`config.mk`:
```
export PLATFORM = sky130hd
export DESIGN_NAME = rotating_fnv_stream_hash_64_flat
export DESIGN_NICKNAME = d
export VERILOG_FILES = /design/src/sv/rfh_pkg.sv /design/src/sv/rfh_if.sv /design/src/sv/rfh_mul64.sv /design/src/sv/rotating_fnv_stream_hash_64.sv /design/src/flat_wrapper.sv
export SDC_FILE = /design/constraint.sdc
export NUM_CORES = 2
export LEC_CHECK = 0
export ABC_AREA = 1
export BUFFER_PORTS_ARGS = -buffer_cell sky130_fd_sc_hd__buf_2
export CAP_MARGIN = 20
export CORE_MARGIN = 1
export CORE_UTILIZATION = 67
export CTS_BUF_LIST = sky130_fd_sc_hd__clkbuf_2
export CTS_CLUSTER_DIAMETER = 120
export DETAILED_ROUTE_END_ITERATION = 8
export MAX_ROUTING_LAYER = met4
export PLACE_DENSITY = 0.85
export SYNTH_ARGS = -nofsm -noshare
export SYNTH_HDL_FRONTEND = slang
export SYNTH_SLANG_ARGS = --single-unit
```
`constraint.sdc`:
```
create_clock -name clock -period 11.7 [get_ports clock]
set_clock_uncertainty 0.15 [all_clocks]
set_input_delay 0.585 -clock clock [delete_from_list [all_inputs] [get_ports clock]]
set_output_delay 0.585 -clock clock [all_outputs]
set_load 0.03 [all_outputs]
```
`src/sv/rfh_pkg.sv`:
```
// Package: opcodes, hash constants and sequencer states of the stream hash.
`timescale 1ns / 1ps

package rfh_pkg;

   localparam int HASH_W = 64;

   // Item opcodes
   localparam logic OP_ABSORB = 1'b0;
   localparam logic OP_FINISH = 1'b1;

   // FNV-1a 64 constants; the prime is 2^40 + 0x1B3
   localparam logic [HASH_W-1:0] OFFSET_BASIS   = 64'hCBF2_9CE4_8422_2325;
   localparam logic [8:0]        FNV_PRIME_LO   = 9'h1B3;
   localparam int                FNV_PRIME_SHIFT = 40;
   localparam int                ROT_LEFT       = 5;

   // splitmix64 finalizer constants
   localparam logic [HASH_W-1:0] FIN_MUL_A = 64'hBF58_476D_1CE4_E5B9;
   localparam logic [HASH_W-1:0] FIN_MUL_B = 64'h94D0_49BB_1331_11EB;
   localparam int                FIN_SH_0  = 30;
   localparam int                FIN_SH_1  = 27;
   localparam int                FIN_SH_2  = 31;

   // Sequencer states
   typedef enum logic [1:0] {
      S_IDLE,
      S_MUL_A,
      S_MUL_B,
      S_EMIT
   } state_type;

endpackage

```
`src/sv/rfh_if.sv`:
```
// Interfaces: request channel (opcode and byte) and response channel (digest).
`timescale 1ns / 1ps

interface rfh_req_if;
   logic       valid;
   logic       ready;
   logic       operation;
   logic [7:0] data_byte;

   modport source (output valid, output operation, output data_byte, input ready);
   modport sink   (input valid, input operation, input data_byte, output ready);
endinterface

interface rfh_rsp_if;
   logic                      valid;
   logic                      ready;
   logic [rfh_pkg::HASH_W-1:0] digest;
   logic                      length_overflow;

   modport source (output valid, output digest, output length_overflow, input ready);
   modport sink   (input valid, input digest, input length_overflow, output ready);
endinterface

```
`src/sv/rfh_mul64.sv`:
```
// Iterative 64x64 (low half) multiplier built on one 32x32 multiplier.
`timescale 1ns / 1ps

module rfh_mul64 (
   input  logic                       clock,
   input  logic                       reset,
   input  logic                       start,
   input  logic [rfh_pkg::HASH_W-1:0] op_a,
   input  logic [rfh_pkg::HASH_W-1:0] op_b,
   output logic                       done,
   output logic [rfh_pkg::HASH_W-1:0] product
);

   localparam int HALF_W = rfh_pkg::HASH_W / 2;

   // Partial product steps: lo*lo, hi*lo, lo*hi (hi*hi falls off the top)
   localparam logic [1:0] STEP_LL = 2'd0;
   localparam logic [1:0] STEP_HL = 2'd1;
   localparam logic [1:0] STEP_LH = 2'd2;

   logic                       busy_ff, busy_in;
   logic                       done_ff, done_in;
   logic [1:0]                 step_ff, step_in;
   logic [rfh_pkg::HASH_W-1:0] acc_ff, acc_in;
   logic [HALF_W-1:0]          mul_x, mul_y;
   logic [rfh_pkg::HASH_W-1:0] part;

   // Pick the operand halves for this step
   always_comb begin
      unique case (step_ff)
         STEP_LL: begin
            mul_x = op_a[HALF_W-1:0];
            mul_y = op_b[HALF_W-1:0];
         end
         STEP_HL: begin
            mul_x = op_a[rfh_pkg::HASH_W-1:HALF_W];
            mul_y = op_b[HALF_W-1:0];
         end
         STEP_LH: begin
            mul_x = op_a[HALF_W-1:0];
            mul_y = op_b[rfh_pkg::HASH_W-1:HALF_W];
         end
         default: begin
            mul_x = op_a[HALF_W-1:0];
            mul_y = op_b[HALF_W-1:0];
         end
      endcase
   end

   // The shared 32x32 multiplier
   assign part = rfh_pkg::HASH_W'(mul_x) * rfh_pkg::HASH_W'(mul_y);

   // Accumulate partial products, advance the step counter
   always_comb begin
      acc_in  = acc_ff;
      busy_in = busy_ff;
      step_in = step_ff;
      done_in = 1'b0;
      if (start) begin
         busy_in = 1'b1;
         step_in = STEP_LL;
      end else if (busy_ff) begin
         if (step_ff == STEP_LL) begin
            acc_in = part;
         end else begin
            acc_in = acc_ff + {part[HALF_W-1:0], {HALF_W{1'b0}}};
         end
         step_in = step_ff + 2'd1;
         if (step_ff == STEP_LH) begin
            busy_in = 1'b0;
            done_in = 1'b1;
         end
      end
   end

   always_ff @(posedge clock) begin
      if (reset) begin
         busy_ff <= 1'b0;
         done_ff <= 1'b0;
         step_ff <= STEP_LL;
      end else begin
         busy_ff <= busy_in;
         done_ff <= done_in;
         step_ff <= step_in;
      end
      acc_ff <= acc_in;
   end

   assign done    = done_ff;
   assign product = acc_ff;

endmodule

```
`src/sv/rotating_fnv_stream_hash_64.sv`:
```
// Top level: rotating FNV-1a 64 stream hash with splitmix64 finalizer.
//
//   channel  | dir | handshake      | payload
//   req_ch   | in  | valid / ready  | operation, data_byte
//   rsp_ch   | out | valid / ready  | digest, length_overflow
//   csr      | in  | csr_wr_en      | csr_wr_data (seed)
//
// An absorb item leaves the sequencer in S_IDLE; ready stays high across a run of bytes.
// A finish item holds ready low while the finalizer runs: two finalizer
// multiplies on the shared 32x32 multiplier, then S_EMIT loads the
// response register. A stalled response lengthens only the finish.
// Synchronous reset clears the seed, the message state and the response valid.
`timescale 1ns / 1ps

module rotating_fnv_stream_hash_64 #(
   parameter int LENGTH_BITS = 32
) (
   input  logic                       clock,
   input  logic                       reset,
   rfh_req_if.sink                    req_ch,
   rfh_rsp_if.source                  rsp_ch,
   input  logic                       csr_wr_en,
   input  logic [rfh_pkg::HASH_W-1:0] csr_wr_data
);

   localparam logic [LENGTH_BITS-1:0] COUNT_MAX = '1;

   rfh_pkg::state_type          state_ff, state_in;
   logic [rfh_pkg::HASH_W-1:0]  seed_ff;
   logic [rfh_pkg::HASH_W-1:0]  hash_ff, hash_in;
   logic [LENGTH_BITS-1:0]      count_ff, count_in;
   logic                        open_ff, open_in;
   logic                        sat_ff, sat_in;
   logic [rfh_pkg::HASH_W-1:0]  work_ff, work_in;
   logic                        flag_ff, flag_in;
   logic [rfh_pkg::HASH_W-1:0]  digest_ff;
   logic                        ovf_ff;
   logic                        rsp_valid_ff, rsp_valid_in;

   logic                        req_fire;
   logic                        fire_absorb, fire_finish;
   logic                        rsp_load;
   logic                        mul_start, mul_done;
   logic [rfh_pkg::HASH_W-1:0]  mul_coef, mul_prod;

   logic [rfh_pkg::HASH_W-1:0]  base_hash;
   logic [LENGTH_BITS-1:0]      base_count;
   logic                        base_sat;
   logic [rfh_pkg::HASH_W-1:0]  mix_x, mix_h, fold_t;

   assign req_fire    = req_ch.valid & req_ch.ready;
   assign fire_absorb = req_fire & (req_ch.operation == rfh_pkg::OP_ABSORB);
   assign fire_finish = req_fire & (req_ch.operation == rfh_pkg::OP_FINISH);

   // Next state
   always_comb begin
      state_in = state_ff;
      unique case (state_ff)
         rfh_pkg::S_IDLE:  if (fire_finish) state_in = rfh_pkg::S_MUL_A;
         rfh_pkg::S_MUL_A: if (mul_done) state_in = rfh_pkg::S_MUL_B;
         rfh_pkg::S_MUL_B: if (mul_done) state_in = rfh_pkg::S_EMIT;
         rfh_pkg::S_EMIT:  if (!rsp_valid_ff || rsp_ch.ready) state_in = rfh_pkg::S_IDLE;
         default:          state_in = rfh_pkg::S_IDLE;
      endcase
   end

   // Sequencer outputs
   always_comb begin
      req_ch.ready = 1'b0;
      mul_start    = 1'b0;
      mul_coef     = rfh_pkg::FIN_MUL_A;
      rsp_load     = 1'b0;
      unique case (state_ff)
         rfh_pkg::S_IDLE: begin
            req_ch.ready = 1'b1;
            mul_start    = fire_finish;
         end
         rfh_pkg::S_MUL_A: begin
            mul_start = mul_done;
         end
         rfh_pkg::S_MUL_B: begin
            mul_coef = rfh_pkg::FIN_MUL_B;
         end
         rfh_pkg::S_EMIT: begin
            rsp_load = !rsp_valid_ff || rsp_ch.ready;
         end
         default: begin
            req_ch.ready = 1'b0;
         end
      endcase
   end

   // Message start view: a closed message reads as freshly opened
   always_comb begin
      if (open_ff) begin
         base_hash  = hash_ff;
         base_count = count_ff;
         base_sat   = sat_ff;
      end else begin
         base_hash  = seed_ff ^ rfh_pkg::OFFSET_BASIS;
         base_count = '0;
         base_sat   = 1'b0;
      end
   end

   // Byte step: xor, multiply by 2^40 + 0x1B3, rotate left
   assign mix_x  = base_hash ^ rfh_pkg::HASH_W'(req_ch.data_byte);
   assign mix_h  = (mix_x << rfh_pkg::FNV_PRIME_SHIFT)
                 + mix_x * rfh_pkg::HASH_W'(rfh_pkg::FNV_PRIME_LO);
   assign fold_t = base_hash ^ rfh_pkg::HASH_W'(base_count);

   // Message state and finalizer work register
   always_comb begin
      hash_in  = hash_ff;
      count_in = count_ff;
      open_in  = open_ff;
      sat_in   = sat_ff;
      work_in  = work_ff;
      flag_in  = flag_ff;
      if (fire_absorb) begin
         hash_in = {mix_h[rfh_pkg::HASH_W-rfh_pkg::ROT_LEFT-1:0],
                    mix_h[rfh_pkg::HASH_W-1:rfh_pkg::HASH_W-rfh_pkg::ROT_LEFT]};
         open_in = 1'b1;
         if (base_count == COUNT_MAX) begin
            count_in = base_count;
            sat_in   = 1'b1;
         end else begin
            count_in = base_count + LENGTH_BITS'(1);
            sat_in   = base_sat;
         end
      end else if (fire_finish) begin
         work_in = fold_t ^ (fold_t >> rfh_pkg::FIN_SH_0);
         flag_in = base_sat;
         open_in = 1'b0;
      end else if (mul_done && state_ff == rfh_pkg::S_MUL_A) begin
         work_in = mul_prod ^ (mul_prod >> rfh_pkg::FIN_SH_1);
      end else if (mul_done && state_ff == rfh_pkg::S_MUL_B) begin
         work_in = mul_prod ^ (mul_prod >> rfh_pkg::FIN_SH_2);
      end
   end

   // Response register: hold until taken
   always_comb begin
      rsp_valid_in = rsp_valid_ff;
      if (rsp_load) begin
         rsp_valid_in = 1'b1;
      end else if (rsp_ch.ready) begin
         rsp_valid_in = 1'b0;
      end
   end

   always_ff @(posedge clock) begin
      if (reset) begin
         state_ff     <= rfh_pkg::S_IDLE;
         seed_ff      <= '0;
         hash_ff      <= '0;
         count_ff     <= '0;
         open_ff      <= 1'b0;
         sat_ff       <= 1'b0;
         rsp_valid_ff <= 1'b0;
      end else begin
         state_ff     <= state_in;
         hash_ff      <= hash_in;
         count_ff     <= count_in;
         open_ff      <= open_in;
         sat_ff       <= sat_in;
         rsp_valid_ff <= rsp_valid_in;
         if (csr_wr_en) begin
            seed_ff <= csr_wr_data;
         end
      end
      work_ff <= work_in;
      flag_ff <= flag_in;
      if (rsp_load) begin
         digest_ff <= work_ff;
         ovf_ff    <= flag_ff;
      end
   end

   rfh_mul64 u_mul (
      .clock   (clock),
      .reset   (reset),
      .start   (mul_start),
      .op_a    (work_ff),
      .op_b    (mul_coef),
      .done    (mul_done),
      .product (mul_prod)
   );

   assign rsp_ch.valid           = rsp_valid_ff;
   assign rsp_ch.digest          = digest_ff;
   assign rsp_ch.length_overflow = ovf_ff;

endmodule

```
`src/flat_wrapper.sv`:
```
// flat-port wrapper written by rule: the top's interface ports become plain ports
module rotating_fnv_stream_hash_64_flat 
#(
   parameter int LENGTH_BITS = 32
)
  (clock, reset, csr_wr_en, csr_wr_data, req_ch_valid, req_ch_operation, req_ch_data_byte, req_ch_ready, rsp_ch_valid, rsp_ch_digest, rsp_ch_length_overflow, rsp_ch_ready);
  rfh_req_if req_ch_i ();
  rfh_rsp_if rsp_ch_i ();
  input  logic clock;
  input  logic reset;
  input  logic csr_wr_en;
  input  logic [rfh_pkg::HASH_W-1:0] csr_wr_data;
  input wire logic [$bits(req_ch_i.valid)-1:0] req_ch_valid;
  input wire logic [$bits(req_ch_i.operation)-1:0] req_ch_operation;
  input wire logic [$bits(req_ch_i.data_byte)-1:0] req_ch_data_byte;
  output wire logic [$bits(req_ch_i.ready)-1:0] req_ch_ready;
  output wire logic [$bits(rsp_ch_i.valid)-1:0] rsp_ch_valid;
  output wire logic [$bits(rsp_ch_i.digest)-1:0] rsp_ch_digest;
  output wire logic [$bits(rsp_ch_i.length_overflow)-1:0] rsp_ch_length_overflow;
  input wire logic [$bits(rsp_ch_i.ready)-1:0] rsp_ch_ready;
  assign req_ch_i.valid = req_ch_valid;
  assign req_ch_i.operation = req_ch_operation;
  assign req_ch_i.data_byte = req_ch_data_byte;
  assign req_ch_ready = req_ch_i.ready;
  assign rsp_ch_valid = rsp_ch_i.valid;
  assign rsp_ch_digest = rsp_ch_i.digest;
  assign rsp_ch_length_overflow = rsp_ch_i.length_overflow;
  assign rsp_ch_i.ready = rsp_ch_ready;
  rotating_fnv_stream_hash_64 #(.LENGTH_BITS(LENGTH_BITS)) u_core (.clock(clock), .reset(reset), .req_ch(req_ch_i), .rsp_ch(rsp_ch_i), .csr_wr_en(csr_wr_en), .csr_wr_data(csr_wr_data));
endmodule
```
==> qor.txt <==
====================================================================================================
Status                                                                                  complete, but fails checks
Violated checks                                                                         design-rule violations
Routability-driven placement congestion ratio                                                  1.196
Clock latency on the worst-skew pair                                                         1.49 ns
Yosys warning count                                                                                0
FP Rows                                                                                          110
Arrival time at the worst endpoint                                                          12.45 ns
Post-route cell area                                                                       65770 µm²
Number of buffers on the longest clock path                                                        3
Deepest level of the CTS H-tree                                                                    3
DRC violation total after the first TritonRoute iteration                                       7936
Number of buffers inserted during clock tree synthesis                                            96
Global-route wire length before repair                                                      364.6 mm
Chip Height                                                                                 304.6 µm
Main combinational cell family by area after synthesis                                   adder cells
Final count of negative-setup-slack endpoints                                                      0
Final Net Count                                                                                 9550
Number of unique standard cell types used by synthesis                                            53
Clock-pin slew reported for the worst setup and hold paths after clock tree synthesis        0.12 ns
GRT overflow                                                                                       0
Post-detailed-route wirelength per cell                                                     27.02 µm
Crit path max-delay cell type                                                                o21ai_0
Most common cell in the synthesized netlist                                                    inv_1
Share of cells above drive strength 1                                                         6.364%
Post-synth net total                                                                            9267
Number of clock sinks                                                                            363
Top-level I/O count                                                                              145
Synth area leader                                                                               fa_1
Count of antenna-violating nets left after detailed routing                                        0
Slew margin rel.                                                                              18.14%
Initial core utilization                                                                      67.86%
Reported max-cap violation count                                                                   0
Total setup buffers inserted after CTS                                                             0
Worst hold path class                                                                         in2reg
Placed instance area                                                                       63560 µm²
Share of synthesized area occupied by flip-flops and latches                                  15.01%
Post-Syn Instances                                                                              7570
Max Clock Freq                                                                             85.99 MHz
Largest cells by area after synthesis                                                   fa_1 35%, ha_1 11%, inv_1 11%
Setup tns final                                                                                 0 ns
Syn Area/Cell                                                                              8.105 µm²
Slew Viols, Final                                                                                  0
Via count of the first global-routing pass                                                    57.48k
TritonCTS clock tree                                                                            done
Launching element type of the critical path                                                     flop
Simple-gate share of the synthesized area                                                     17.21%
Time the final worst path needs with I/O delays and setup                                   11.63 ns
Number of storage elements in the synthesis netlist                                              363
Root buf cell                                                                               clkbuf_2
Top-area cell type share of the netlist area                                                  34.94%
Worst slew pin tran                                                                         1.228 ns
Via density                                                                                    6.150
Synth-to-Final Area Change                                                                    7.198%
Stage delay of the slowest cell on the critical path                                         0.84 ns
Die area                                                                                   92790 µm²
Commonest register cell after synthesis                                                     edfxtp_1
HPWL after detailed placement                                                               200.7 mm
Category of the worst setup path capture point                                                  flop
Vias after detailed routing                                                                   56.21k
Number of buffer cells added on primary ports                                                    144
Count of flip-flops with a built-in enable after synthesis                                       194
Final hold violation count                                                                         0
Syn Std Cell Area                                                                          61360 µm²
Number of antenna violations at the first check in global routing                                 22
Ratio of final minimum period to clock period                                                 99.40%
Synthesized-area fraction occupied by xor and xnor cells                                      1.841%
Final core utilization                                                                        72.74%
Die outline width                                                                           304.6 µm
Synth Area in Compound Gates                                                                  7.390%
Kind of critical path                                                                        reg2reg
Worst hold slack                                                                          0.05953 ns
Area of the core                                                                           90420 µm²
Library cell appearing most often on the critical path                                         inv_1
Detailed-router iteration count before antenna repair                                              9
Post-synth ARST share                                                                             0%
DRC viols                                                                                          4
Most frequent cells after synthesis                                                     1802 x inv_1, 1189 x nand2_1, 1071 x fa_1
Unrepaired setup endpoints after global routing                                                false
Max FO, Critical Path                                                                             16
Setup slack of the worst register-to-register path                                           0.07 ns
Total track usage                                                                             56.08%
Largest net degree at the start of global routing                                                 78
Adder-cell area share of the yosys netlist                                                    46.12%
Final wirelength                                                                            246.9 mm
Multiplexer share of the synthesized area                                                         0%
Data required time at the worst endpoint                                                    12.52 ns
====================================================================================================
-- timing repair --
item | 4_1_cts | 5_1_grt
hold endpoints to repair | 116 | 0
hold buffers | 117 | 0
endpoints found under the setup margin | 0 | 6
resized for setup | 0 | 3
-- worst max-delay path: cells and delay by family (launching register included) --
family          cells  cell delay, ns
compound gates      4            1.51
xor+xnor            1            0.47
fa+ha+maj          11            4.79
buf+inv             8            1.52
flops               1            0.36
simple gates       12            2.28
-- layer usage --
layer | GRT usage [%] | vias up | part of all wire (%)
met3 | 20.35 | 1577 | 14
met4 | 54.71 | 0 | 13
met2 | 78.46 | 4626 | 41
li1 | - | 23630 | -
met1 | 60.99 | 26374 | 31
met5 | - | - | 0
-- per-stage QoR --
stage / setup WS, ns / cells
floorplan: 2.558 / 7570
global placement: 0.3319 / 8800
detailed placement: 0.6258 / 8807
CTS: 0.3438 / 9104
global route: 0.05522 / 9132
finish: 0.07040 / 9139
-- path summary, 6_finish.rpt --
check	start	to	cells past startpoint
worst min-delay path	csr_wr_data[59]	u_core.seed_ff[59]$_SDFFE_PP0P_	4
worst min register to register	u_core.work_ff[26]$_DFFE_PP_	u_core.rsp_ch.digest[26]$_DFFE_PP_	0
worst max-delay path	u_core.u_mul.step_ff[1]$_SDFFE_PP0P_	u_core.u_mul.product[63]$_DFFE_PP_	36
worst max register to register	u_core.u_mul.step_ff[1]$_SDFFE_PP0P_	u_core.u_mul.product[63]$_DFFE_PP_	36
-- sequential cells by signal, summed over array words and instances (netlist names) --
signal	cells
u_core.count_ff	32
u_core.rsp_ch.valid	1
u_core.u_mul.busy_ff	1
u_core.sat_ff	1
u_core.work_ff	64
u_core.seed_ff	64
u_core.u_mul.done	1
u_core.state_ff	2
u_core.rsp_ch.length_overflow	1
u_core.u_mul.product	64
u_core.u_mul.step_ff	2
u_core.hash_ff	64
u_core.flag_ff	1
u_core.open_ff	1
u_core.rsp_ch.digest	64
-- cell usage in the layout (no fill, tap or decap), types with 28 or more instances in the layout --
cell type,netlist,final
inv_1,1802,1799
nand2_1,1189,1188
fa_1,1071,1071
nor2_1,982,979
ha_1,548,546
o21ai_0,433,410
a21oi_1,300,299
nand3_1,252,252
edfxtp_1,194,194
dfxtp_1,169,168
clkbuf_2,0,150
buf_2,16,144
dlygate4sd3_1,0,117
xor2_1,102,102
buf_4,1,101
o21ai_1,42,60
nand4_1,53,53
nor3_1,36,35
or2_2,32,32
o21bai_1,31,31
diode_2,0,28
-- logic make-up after synthesis --
logic type,count (synthesis)
AO/OA/AOI/OAI,862
XOR/XNOR,129
adder cells (fa/ha/maj),1619
buffers and inverters,1998
flip-flops,363
AND/OR/NAND/NOR,2599
-- final cells by class --
class,instances,area [µm²]
multi-input cells,5209,44590
fillers,6982,24650
flip-flops and latches,363,9213
inverters,1815,6813
repair buffers,368,2719
well taps,1176,1471
clock buffers,150,750.7
clock inverters,30,146.4
diodes,28,70.07
Power is left out: the tool's default activity adds up to more than one toggle a clock period on the data nets, which glitch-free logic cannot reach.
